==> config.mk <==
export PLATFORM = sky130hd
export DESIGN_NAME = causal_order_delivery_buffer
export DESIGN_NICKNAME = d
export VERILOG_FILES = /design/src/codb_pkg.sv /design/src/causal_order_delivery_buffer.sv /design/src/codb_front.sv /design/src/codb_back.sv
export SDC_FILE = /design/constraint.sdc
export NUM_CORES = 2
export LEC_CHECK = 0
export ABC_AREA = 0
export BUFFER_PORTS_ARGS = -buffer_cell sky130_fd_sc_hd__clkbuf_2
export CORE_MARGIN = 4
export CORE_UTILIZATION = 57
export CTS_CLUSTER_SIZE = 16
export DETAILED_ROUTE_END_ITERATION = 16
export GPL_TIMING_DRIVEN = 0
export PLACE_DENSITY = 0.85
export SLEW_MARGIN = 20
export SYNTH_ARGS = -nofsm -noshare
export SYNTH_HDL_FRONTEND = slang
export SYNTH_HIERARCHICAL = 1
export SYNTH_SLANG_ARGS = --single-unit
export TNS_END_PERCENT = 10
==> constraint.sdc <==
create_clock -name clk -period 5.6 [get_ports clk]
set_input_delay 0 -clock clk [delete_from_list [all_inputs] [get_ports clk]]
set_output_delay 0 -clock clk [all_outputs]
set_load 0.1 [all_outputs]
==> src/codb_pkg.sv <==
// ----------------------------------------------------------------------------
// codb_pkg: shared types and codes for the causal-order delivery buffer
// Holds the input request layout and the result status codes.
// ----------------------------------------------------------------------------
package codb_pkg;

    localparam int NUM_PROCS = 3;
    localparam int IN_CLK_W  = 16;
    localparam int TAG_W     = 8;
    localparam int STATUS_W  = 2;

    // Result status codes
    localparam logic [STATUS_W-1:0] ST_DELIVERED = 2'd0;
    localparam logic [STATUS_W-1:0] ST_HELD      = 2'd1;
    localparam logic [STATUS_W-1:0] ST_DROPPED   = 2'd2;
    localparam logic [STATUS_W-1:0] ST_UNUSED    = 2'd3;

    // One request as it arrives on tdata, last field (c0) in the lowest bits
    typedef struct packed {
        logic [TAG_W-1:0]    tag;
        logic [IN_CLK_W-1:0] c2;
        logic [IN_CLK_W-1:0] c1;
        logic [IN_CLK_W-1:0] c0;
    } codb_item_t;

endpackage

==> src/causal_order_delivery_buffer.sv <==
// ----------------------------------------------------------------------------
// causal_order_delivery_buffer: causal-order delivery with a vector clock
// Front intake queue feeding a delivery sequencer with a held-message store.
// ----------------------------------------------------------------------------
// Usage
//   Input stream s_axis: each request carries a three-entry vector clock
//   and a message tag. A request that is causally ready is delivered at
//   once, then the held store is drained oldest first while any entry is
//   ready. A request that is not ready is held, or dropped when the store
//   is full.
//   Output stream m_axis: one result per delivered, held or dropped
//   message; tlast marks the final result caused by a request.
// Sequencing
//   A held or dropped request goes from the evaluate step to the output
//   register. A delivered request is followed by a scan of the held entries
//   one per step; each drained entry is removed by moving later entries up one
//   at a time, then a fresh scan. The single-port memory sets this pace, and a
//   new request is taken only once the last one and its drain are done.
// Reset
//   Clears the vector clock, the held count and both queues. The store
//   itself needs no clearing: only entries below the count are read.
// Stalls
//   While tready is low the result stays in the output register and the
//   sequencer holds before the next load; the intake queue takes up to two requests.
// ----------------------------------------------------------------------------
module causal_order_delivery_buffer
    import codb_pkg::*;
#(
    parameter int BUFFER_DEPTH = 16,
    parameter int CLOCK_WIDTH  = 16
)
(
    input  logic        clk,
    input  logic        rst_n,
    input  logic        s_axis_tvalid,
    output logic        s_axis_tready,
    input  logic [55:0] s_axis_tdata,   // clock_0[15:0], clock_1, clock_2, msg_tag[7:0]
    output logic        m_axis_tvalid,
    input  logic        m_axis_tready,
    output logic [7:0]  m_axis_tdata,   // out_tag[7:0]
    output logic [2:0]  m_axis_tuser,   // status[1:0], from_buffer
    output logic        m_axis_tlast    // last
);

    codb_item_t item;
    logic       item_valid;
    logic       item_pop;

    // Intake: queue requests so the stream side need not wait on a drain step while the queue has room
    codb_front u_front (
        .clk           (clk),
        .rst_n         (rst_n),
        .s_axis_tvalid (s_axis_tvalid),
        .s_axis_tready (s_axis_tready),
        .s_axis_tdata  (s_axis_tdata),
        .item          (item),
        .item_valid    (item_valid),
        .item_pop      (item_pop)
    );

    // Sequencer: deliver, hold, drop and drain
    codb_back #(
        .BUFFER_DEPTH (BUFFER_DEPTH),
        .CLOCK_WIDTH  (CLOCK_WIDTH)
    ) u_back (
        .clk           (clk),
        .rst_n         (rst_n),
        .item          (item),
        .item_valid    (item_valid),
        .item_pop      (item_pop),
        .m_axis_tvalid (m_axis_tvalid),
        .m_axis_tready (m_axis_tready),
        .m_axis_tdata  (m_axis_tdata),
        .m_axis_tuser  (m_axis_tuser),
        .m_axis_tlast  (m_axis_tlast)
    );

endmodule

==> src/codb_front.sv <==
// ----------------------------------------------------------------------------
// codb_front: request intake
// Accept requests from the stream and hold them in a two-entry queue.
// ----------------------------------------------------------------------------
module codb_front
    import codb_pkg::*;
(
    input  logic       clk,
    input  logic       rst_n,
    input  logic       s_axis_tvalid,
    output logic       s_axis_tready,
    input  logic [55:0] s_axis_tdata,
    output codb_item_t item,
    output logic       item_valid,
    input  logic       item_pop
);

    codb_item_t q_reg [2];
    logic [1:0] cnt_reg;
    logic       wp_reg;
    logic       rp_reg;
    logic       push;
    logic       pop;

    assign s_axis_tready = (cnt_reg != 2'd2);
    assign item_valid    = (cnt_reg != 2'd0);
    assign item          = q_reg[rp_reg];
    assign push          = s_axis_tvalid && s_axis_tready;
    assign pop           = item_pop && item_valid;

    always_ff @(posedge clk)
    begin
        if (push)
        begin
            q_reg[wp_reg] <= codb_item_t'(s_axis_tdata);
        end
    end

    always_ff @(posedge clk or negedge rst_n)
    begin
        if (!rst_n)
        begin
            cnt_reg <= 2'd0;
            wp_reg  <= 1'b0;
            rp_reg  <= 1'b0;
        end
        else
        begin
            if (push)
            begin
                wp_reg <= !wp_reg;
            end
            if (pop)
            begin
                rp_reg <= !rp_reg;
            end
            if (push && !pop)
            begin
                cnt_reg <= cnt_reg + 2'd1;
            end
            else if (pop && !push)
            begin
                cnt_reg <= cnt_reg - 2'd1;
            end
        end
    end

endmodule

==> src/codb_back.sv <==
// ----------------------------------------------------------------------------
// codb_back: delivery sequencer
// Test each request against the current vector; deliver, hold or drop it, and
// drain the held store one entry per step through a single-port memory.
// ----------------------------------------------------------------------------
module codb_back
    import codb_pkg::*;
#(
    parameter int BUFFER_DEPTH = 16,
    parameter int CLOCK_WIDTH  = 16
)
(
    input  logic                clk,
    input  logic                rst_n,
    input  codb_item_t          item,
    input  logic                item_valid,
    output logic                item_pop,
    output logic                m_axis_tvalid,
    input  logic                m_axis_tready,
    output logic [7:0]          m_axis_tdata,
    output logic [2:0]          m_axis_tuser,
    output logic                m_axis_tlast
);

    localparam int CW   = CLOCK_WIDTH;
    localparam int AW   = (BUFFER_DEPTH > 1) ? $clog2(BUFFER_DEPTH) : 1;
    localparam int CNTW = $clog2(BUFFER_DEPTH + 1);
    localparam int EW   = NUM_PROCS * CW + TAG_W;

    localparam logic [2:0] S_IDLE  = 3'd0;
    localparam logic [2:0] S_EVAL  = 3'd1;
    localparam logic [2:0] S_SCAN  = 3'd2;
    localparam logic [2:0] S_CHK   = 3'd3;
    localparam logic [2:0] S_SHIFT = 3'd4;
    localparam logic [2:0] S_SHW   = 3'd5;

    logic [2:0]      state_reg;
    logic [CW-1:0]   cur_reg    [NUM_PROCS];
    logic [CW-1:0]   work_c_reg [NUM_PROCS];
    logic [TAG_W-1:0] work_tag_reg;
    logic [CNTW-1:0] cnt_reg;
    logic [CNTW-1:0] idx_reg;
    logic [CNTW-1:0] k_reg;
    logic [TAG_W-1:0] pend_tag_reg;
    logic            pend_fb_reg;
    logic            out_valid_reg;
    logic [TAG_W-1:0] out_tag_reg;
    logic [STATUS_W-1:0] out_status_reg;
    logic            out_fb_reg;
    logic            out_last_reg;

    logic [EW-1:0]   mem [BUFFER_DEPTH];
    logic [EW-1:0]   rd_q;
    logic            rd_en;
    logic [AW-1:0]   rd_addr;
    logic            wr_en;
    logic [AW-1:0]   wr_addr;
    logic [EW-1:0]   wr_data;

    logic [CW-1:0]   mem_c [NUM_PROCS];
    logic [TAG_W-1:0] mem_tag;
    logic [CW-1:0]   max_work [NUM_PROCS];
    logic [CW-1:0]   max_mem  [NUM_PROCS];
    logic            dlv_work;
    logic            dlv_mem;
    logic            out_free;
    logic            out_load;
    logic            has_room;
    logic [CNTW-1:0] kp1;

    function automatic logic can_deliver(input logic [CW-1:0] c0, input logic [CW-1:0] c1,
                                         input logic [CW-1:0] c2, input logic [CW-1:0] r0,
                                         input logic [CW-1:0] r1, input logic [CW-1:0] r2);
        logic [CW:0] n0;
        logic [CW:0] n1;
        logic [CW:0] n2;
        logic        e0;
        logic        e1;
        logic        e2;
        logic        gt;
        n0 = {1'b0, r0} + {{CW{1'b0}}, 1'b1};
        n1 = {1'b0, r1} + {{CW{1'b0}}, 1'b1};
        n2 = {1'b0, r2} + {{CW{1'b0}}, 1'b1};
        gt = ({1'b0, c0} > n0) || ({1'b0, c1} > n1) || ({1'b0, c2} > n2);
        e0 = ({1'b0, c0} == n0);
        e1 = ({1'b0, c1} == n1);
        e2 = ({1'b0, c2} == n2);
        return !gt && !((e0 && e1) || (e0 && e2) || (e1 && e2));
    endfunction

    always_comb
    begin
        for (int i = 0; i < NUM_PROCS; i++)
        begin
            mem_c[i]    = rd_q[i*CW +: CW];
            max_work[i] = (work_c_reg[i] > cur_reg[i]) ? work_c_reg[i] : cur_reg[i];
            max_mem[i]  = (mem_c[i] > cur_reg[i]) ? mem_c[i] : cur_reg[i];
        end
    end

    assign mem_tag  = rd_q[EW-1 -: TAG_W];
    assign dlv_work = can_deliver(work_c_reg[0], work_c_reg[1], work_c_reg[2],
                                  cur_reg[0], cur_reg[1], cur_reg[2]);
    assign dlv_mem  = can_deliver(mem_c[0], mem_c[1], mem_c[2],
                                  cur_reg[0], cur_reg[1], cur_reg[2]);
    assign out_free = !out_valid_reg || m_axis_tready;
    assign has_room = (cnt_reg < CNTW'(BUFFER_DEPTH));
    assign kp1      = k_reg + CNTW'(1);
    assign item_pop = (state_reg == S_IDLE) && item_valid;

    // Load the output register this cycle
    assign out_load = out_free && (((state_reg == S_EVAL) && !dlv_work)
                                || ((state_reg == S_SCAN) && (idx_reg == cnt_reg))
                                || ((state_reg == S_CHK) && dlv_mem));

    // Memory port control
    always_comb
    begin
        rd_en   = ((state_reg == S_SCAN) && (idx_reg != cnt_reg))
               || ((state_reg == S_SHIFT) && (kp1 != cnt_reg));
        rd_addr = (state_reg == S_SCAN) ? idx_reg[AW-1:0] : kp1[AW-1:0];
        wr_en   = ((state_reg == S_EVAL) && !dlv_work && out_free && has_room)
               || (state_reg == S_SHW);
        wr_addr = (state_reg == S_EVAL) ? cnt_reg[AW-1:0] : k_reg[AW-1:0];
        wr_data = (state_reg == S_EVAL)
                ? {work_tag_reg, work_c_reg[2], work_c_reg[1], work_c_reg[0]} : rd_q;
    end

    always_ff @(posedge clk)
    begin
        if (wr_en)
        begin
            mem[wr_addr] <= wr_data;
        end
        if (rd_en)
        begin
            rd_q <= mem[rd_addr];
        end
    end

    always_ff @(posedge clk or negedge rst_n)
    begin
        if (!rst_n)
        begin
            state_reg      <= S_IDLE;
            cnt_reg        <= '0;
            idx_reg        <= '0;
            k_reg          <= '0;
            out_valid_reg  <= 1'b0;
            out_tag_reg    <= '0;
            out_status_reg <= ST_DELIVERED;
            out_fb_reg     <= 1'b0;
            out_last_reg   <= 1'b0;
            pend_tag_reg   <= '0;
            pend_fb_reg    <= 1'b0;
            work_tag_reg   <= '0;
            for (int i = 0; i < NUM_PROCS; i++)
            begin
                cur_reg[i]    <= '0;
                work_c_reg[i] <= '0;
            end
        end
        else
        begin
            if (out_load)
            begin
                out_valid_reg <= 1'b1;
            end
            else if (m_axis_tready)
            begin
                out_valid_reg <= 1'b0;
            end
            unique case (state_reg)
                S_IDLE:
                begin
                    if (item_valid)
                    begin
                        work_c_reg[0] <= CW'(item.c0);
                        work_c_reg[1] <= CW'(item.c1);
                        work_c_reg[2] <= CW'(item.c2);
                        work_tag_reg  <= item.tag;
                        state_reg     <= S_EVAL;
                    end
                end
                S_EVAL:
                begin
                    if (dlv_work)
                    begin
                        // hold the result until the drain shows whether it is last
                        for (int i = 0; i < NUM_PROCS; i++)
                        begin
                            cur_reg[i] <= max_work[i];
                        end
                        pend_tag_reg <= work_tag_reg;
                        pend_fb_reg  <= 1'b0;
                        idx_reg      <= '0;
                        state_reg    <= S_SCAN;
                    end
                    else if (out_free)
                    begin
                        out_tag_reg    <= work_tag_reg;
                        out_status_reg <= has_room ? ST_HELD : ST_DROPPED;
                        out_fb_reg     <= 1'b0;
                        out_last_reg   <= 1'b1;
                        if (has_room)
                        begin
                            cnt_reg <= cnt_reg + CNTW'(1);
                        end
                        state_reg <= S_IDLE;
                    end
                end
                S_SCAN:
                begin
                    if (idx_reg == cnt_reg)
                    begin
                        if (out_free)
                        begin
                            out_tag_reg    <= pend_tag_reg;
                            out_status_reg <= ST_DELIVERED;
                            out_fb_reg     <= pend_fb_reg;
                            out_last_reg   <= 1'b1;
                            state_reg      <= S_IDLE;
                        end
                    end
                    else
                    begin
                        state_reg <= S_CHK;
                    end
                end
                S_CHK:
                begin
                    if (dlv_mem)
                    begin
                        if (out_free)
                        begin
                            out_tag_reg    <= pend_tag_reg;
                            out_status_reg <= ST_DELIVERED;
                            out_fb_reg     <= pend_fb_reg;
                            out_last_reg   <= 1'b0;
                            pend_tag_reg   <= mem_tag;
                            pend_fb_reg    <= 1'b1;
                            for (int i = 0; i < NUM_PROCS; i++)
                            begin
                                cur_reg[i] <= max_mem[i];
                            end
                            k_reg     <= idx_reg;
                            state_reg <= S_SHIFT;
                        end
                    end
                    else
                    begin
                        idx_reg   <= idx_reg + CNTW'(1);
                        state_reg <= S_SCAN;
                    end
                end
                S_SHIFT:
                begin
                    // close the gap one entry at a time, then rescan from the oldest
                    if (kp1 == cnt_reg)
                    begin
                        cnt_reg   <= cnt_reg - CNTW'(1);
                        idx_reg   <= '0;
                        state_reg <= S_SCAN;
                    end
                    else
                    begin
                        state_reg <= S_SHW;
                    end
                end
                S_SHW:
                begin
                    k_reg     <= kp1;
                    state_reg <= S_SHIFT;
                end
                default:
                begin
                    state_reg <= S_IDLE;
                end
            endcase
        end
    end

    assign m_axis_tvalid = out_valid_reg;
    assign m_axis_tdata  = out_tag_reg;
    assign m_axis_tuser  = {out_fb_reg, out_status_reg};
    assign m_axis_tlast  = out_last_reg;

endmodule

==> impl_metrics.tcl <==
set metrics [dict create \
    status "finished, violations left" \
    violations "setup timing" \
    start_util_pct 57.71 \
    max_stage_delay_ns 0.59 \
    tns_ns -0.2672 \
    drv_slew 0 \
    grtUsageTotal_pct 29.63 \
    place_ws_ns -1.135 \
    dieArea_um2 98180 \
    grt_max_degree 84 \
    antenna_found_initial 7 \
    cts_sinks 1212 \
    leakage_uw 0.02186 \
    syn_area_um2 53140 \
    r2r_slack_ns -0.02 \
    hold_viol 0 \
    powerDensity_nw_per_um2 605.2 \
    multi_input_area_um2 16810 \
    grt_pass1_wl_mm 214.4 \
    drt-pass1-iter-count 6 \
    ys_async_sr_fraction_pct 12.21 \
    nets 3711 \
    finClkSkew_ns 0.03512 \
    final_util_pct 66.35 \
    wirelength_mm 146.0 \
    rsz0062_at_grt "true" \
    portBuffers 73 \
    syn_nets 3384 \
    synthFlopType "edfxtp_1" \
    synth_area_per_cell_um2 17.00 \
    avgRoutedWirePerCell_um 30.47 \
    timing.final.crit_share_pct 100.3 \
    synthToLayoutAreaGrowth_pct 14.98 \
    arrival_ns 6.02 \
    layout-drive-gt1-share_pct 22.04 \
    numCtsBuffers 111 \
    dpl.hpwl_mm 92.14 \
    worst_slack_ns -0.01918 \
    slowest_stage "a2111oi_4" \
    worst_slew_pin_slew_ns 1.245 \
    cts_buffer_depth 3 \
    netSwitchingFraction_pct 37.96 \
    core_area_um2 92080 \
    vias 31870 \
    yosysSeqAreaShare_pct 67.10 \
    via_per_inst 6.651 \
    min_period_ns 5.619 \
    postRouteAntennaNets 0 \
    cts_tree "done" \
    largest_register_ffs 896 \
    ys_ff_latch 1212 \
    gr-total-overflow 0 \
    die_w_um 313.3 \
    seq_area_um2 35650 \
    htreeDepth 3 \
    nFillCells 5728 \
    p_clk_share_pct 20.7 \
    path_delay_family "compound AO/OA/AOI/OAI gates" \
    relSlewSlack_pct 16.99 \
    power_frac_seq_pct 37.5 \
    finalSetupViolCount 27 \
    vdd_ir_drop_max_mv 0.3272 \
    switching_power_uw 14040 \
    cap_violations 0 \
    crit_buf_inv 2 \
    clk_latency_ns 0.71 \
    finalNonFillerCells 4792 \
    fmax_mhz 178.0 \
    std_cell_rows 111 \
    globalplace.congestion 0.9210 \
    fp.dieH_um 313.3 \
    p_comb_share_pct 41.8 \
    critPathKind "reg -> reg" \
    startpoint_type "flip-flop" \
    cp_cell_sequence "ha_1 > nand4_4 > nor2_1 > nand3_1 > xnor2_1 > ha_1 > and3_1 > nand3_1 > a2111oi_4 > a32oi_1 > o21a_1 > o311a_2 > o31ai_4 > o21ai_2 > nor2_4 > buf_12 > buf_16" \
    clk_pin_slew_ns 0.06 \
    place_inst 4504 \
    min_path_type "in -> reg" \
    first_global_vias 32570 \
    root_buffer "clkbuf_16" \
    yosysUniqueCellTypes 83 \
    internal_power_uw 22940 \
    cp.required_ns 6.00 \
    yosys_warnings 6 \
    end_kind "flip-flop" \
    cp_max_fo 20 \
    drc 0 \
    syn_inst 3126 \
    timing.hold.ws_ns 0.02216 \
    synth_edf_count 1064 \
    top_level_ports 74 \
    drt_iter0_drc 4325 \
]
-- synth_stat cells (all sizes together), types with 4 or more instances --
| cell type | count | area, µm² |
|---|---|---|
| nand2b | 9 | 56.30 |
| ha | 197 | 2465 |
| and2 | 4 | 28.78 |
| xnor2 | 55 | 481.7 |
| edfxtp | 1064 | 31950 |
| mux4 | 224 | 5045 |
| nor3b | 10 | 75.07 |
| and3 | 11 | 73.82 |
| dfrtp | 148 | 3704 |
| nor4b | 4 | 35.03 |
| a21oi | 113 | 576.8 |
| buf | 40 | 247.7 |
| nor2 | 56 | 210.2 |
| nand3 | 52 | 270.3 |
| nand3b | 5 | 37.54 |
| o41ai | 4 | 35.03 |
| nor4 | 13 | 111.4 |
| and4 | 4 | 35.03 |
| o22ai | 8 | 50.05 |
| o21ai | 50 | 265.3 |
| clkbuf | 94 | 352.8 |
| a21o | 31 | 232.7 |
| a31oi | 9 | 56.30 |
| a2111oi | 10 | 93.84 |
| mux2 | 139 | 1704 |
| nand4b | 4 | 35.03 |
| o211ai | 9 | 72.57 |
| xor2 | 9 | 78.83 |
| o21a | 27 | 202.7 |
| nor2b | 73 | 456.7 |
| o31ai | 5 | 37.54 |
| or4 | 5 | 48.79 |
| nand2 | 245 | 919.6 |
| nand4 | 36 | 261.5 |
| nor3 | 23 | 125.1 |
| a211oi | 62 | 470.5 |
| mux2i | 153 | 1531 |
| inv | 80 | 300.3 |
-- worst paths after layout --
| kind | to | cells past startpoint | start |
|---|---|---|---|
| max | u_back/mem[6][23] | 17 | u_back/cur_reg[16] |
| min | u_front/q_reg[1][48] | 2 | s_axis_tdata[48] |
| max reg2reg | u_back/mem[6][23] | 17 | u_back/cur_reg[16] |
| min reg2reg | u_back/pend_tag_reg[6] | 1 | u_back/pend_tag_reg[6] |
| max in group asynchronous | u_back/work_c_reg[12] | 4 | rst_n |
| min in group asynchronous | u_back/cur_reg[5] | 4 | rst_n |
-- cells in the final DEF, fill, tap and decap left out, types with 21 or more instances in the layout --
master and instances:
nor2b_1 73, mux2_4 37, clkbuf_16 114, clkbuf_1 116, buf_16 31, clkbuf_2 77
o21ai_0 41, inv_1 80, a21oi_1 112, dfrtp_1 148, dlygate4sd3_1 61, buf_4 24
ha_1 197, mux4_2 224, a211oi_1 61, a21o_1 31, xnor2_1 55, buf_2 24
nor2_1 37, nand4_1 33, nand3_1 50, edfxtp_1 1064, mux2_2 102, nand2_1 244
mux2i_1 151, buf_12 26, o21a_1 27, nor3_1 21
-- worst reg2reg max path, stage by stage (launching register included) --
cell	delay, ns
dfrtp_1	0.45
ha_1	0.32
nand4_4	0.20
nor2_1	0.28
nand3_1	0.15
xnor2_1	0.20
ha_1	0.32
and3_1	0.20
nand3_1	0.24
a2111oi_4	0.59
a32oi_1	0.26
o21a_1	0.31
o311a_2	0.24
o31ai_4	0.47
o21ai_2	0.31
nor2_4	0.32
buf_12	0.24
buf_16	0.20
-- per-stage QoR --
stage	power, µW	area (µm²)
final	36970	61100
after global routing	38420	61100
after CTS	36480	61020
after detailed placement	28510	56640
after global placement	27690	55060
after floorplan	23590	53140
-- per-layer routing --
metal	part of all wire, %	wire length (µm)	vias up	track usage, %
met5	0.038	55	-	0
met4	4.6	6666	8	12.74
met3	13	18470	466	7.410
met2	48	69520	2354	47.47
met1	35	51310	16030	39.12
li1	-	-	13010	-
-- repair_timing --
| item | 4_1_cts | 5_1_grt |
|---|---|---|
| hold buffers | 61 | 0 |
| pin swaps | 8 | 5 |
| endpoints found under the hold margin | 288 | 0 |
| resized for setup | 6 | 8 |
| endpoints found under the setup margin | 898 | 922 |
| buffers inserted | 14 | 4 |
-- power groups by stage --
stage | clock network (µW) | registers (µW) | logic, µW
after CTS | 7680 | 13800 | 15000
after global placement | 0 | 14000 | 13700
final | 7660 | 13900 | 15400
after global routing | 8110 | 13900 | 16400
after detailed placement | 0 | 14000 | 14600
after floorplan | 0 | 13700 | 9850
-- final cells by class --
type | instances | area share [%]
well taps | 1243 | 2.545
multi-input cells | 1700 | 27.51
clock inverters | 65 | 1.069
flip-flops and latches | 1212 | 58.36
repair buffers | 214 | 4.149
clock buffers | 143 | 4.880
diodes | 1 | 0.004096
inverters | 80 | 0.4915
plain buffers | 134 | 0.9932
-- cell families (layout without fill, tap and decap cells) --
kind of cell	Yosys count	in the layout	synth area share, %
compound gates	360	360	4.509
xor+xnor	65	65	1.097
fa+ha+maj	199	199	4.695
buf+inv	214	636	1.695
flops	1212	1212	67.10
mux	516	516	15.58
other cells	0	1	0
simple gates	560	560	5.324
(Power assumes the default switching activity.)
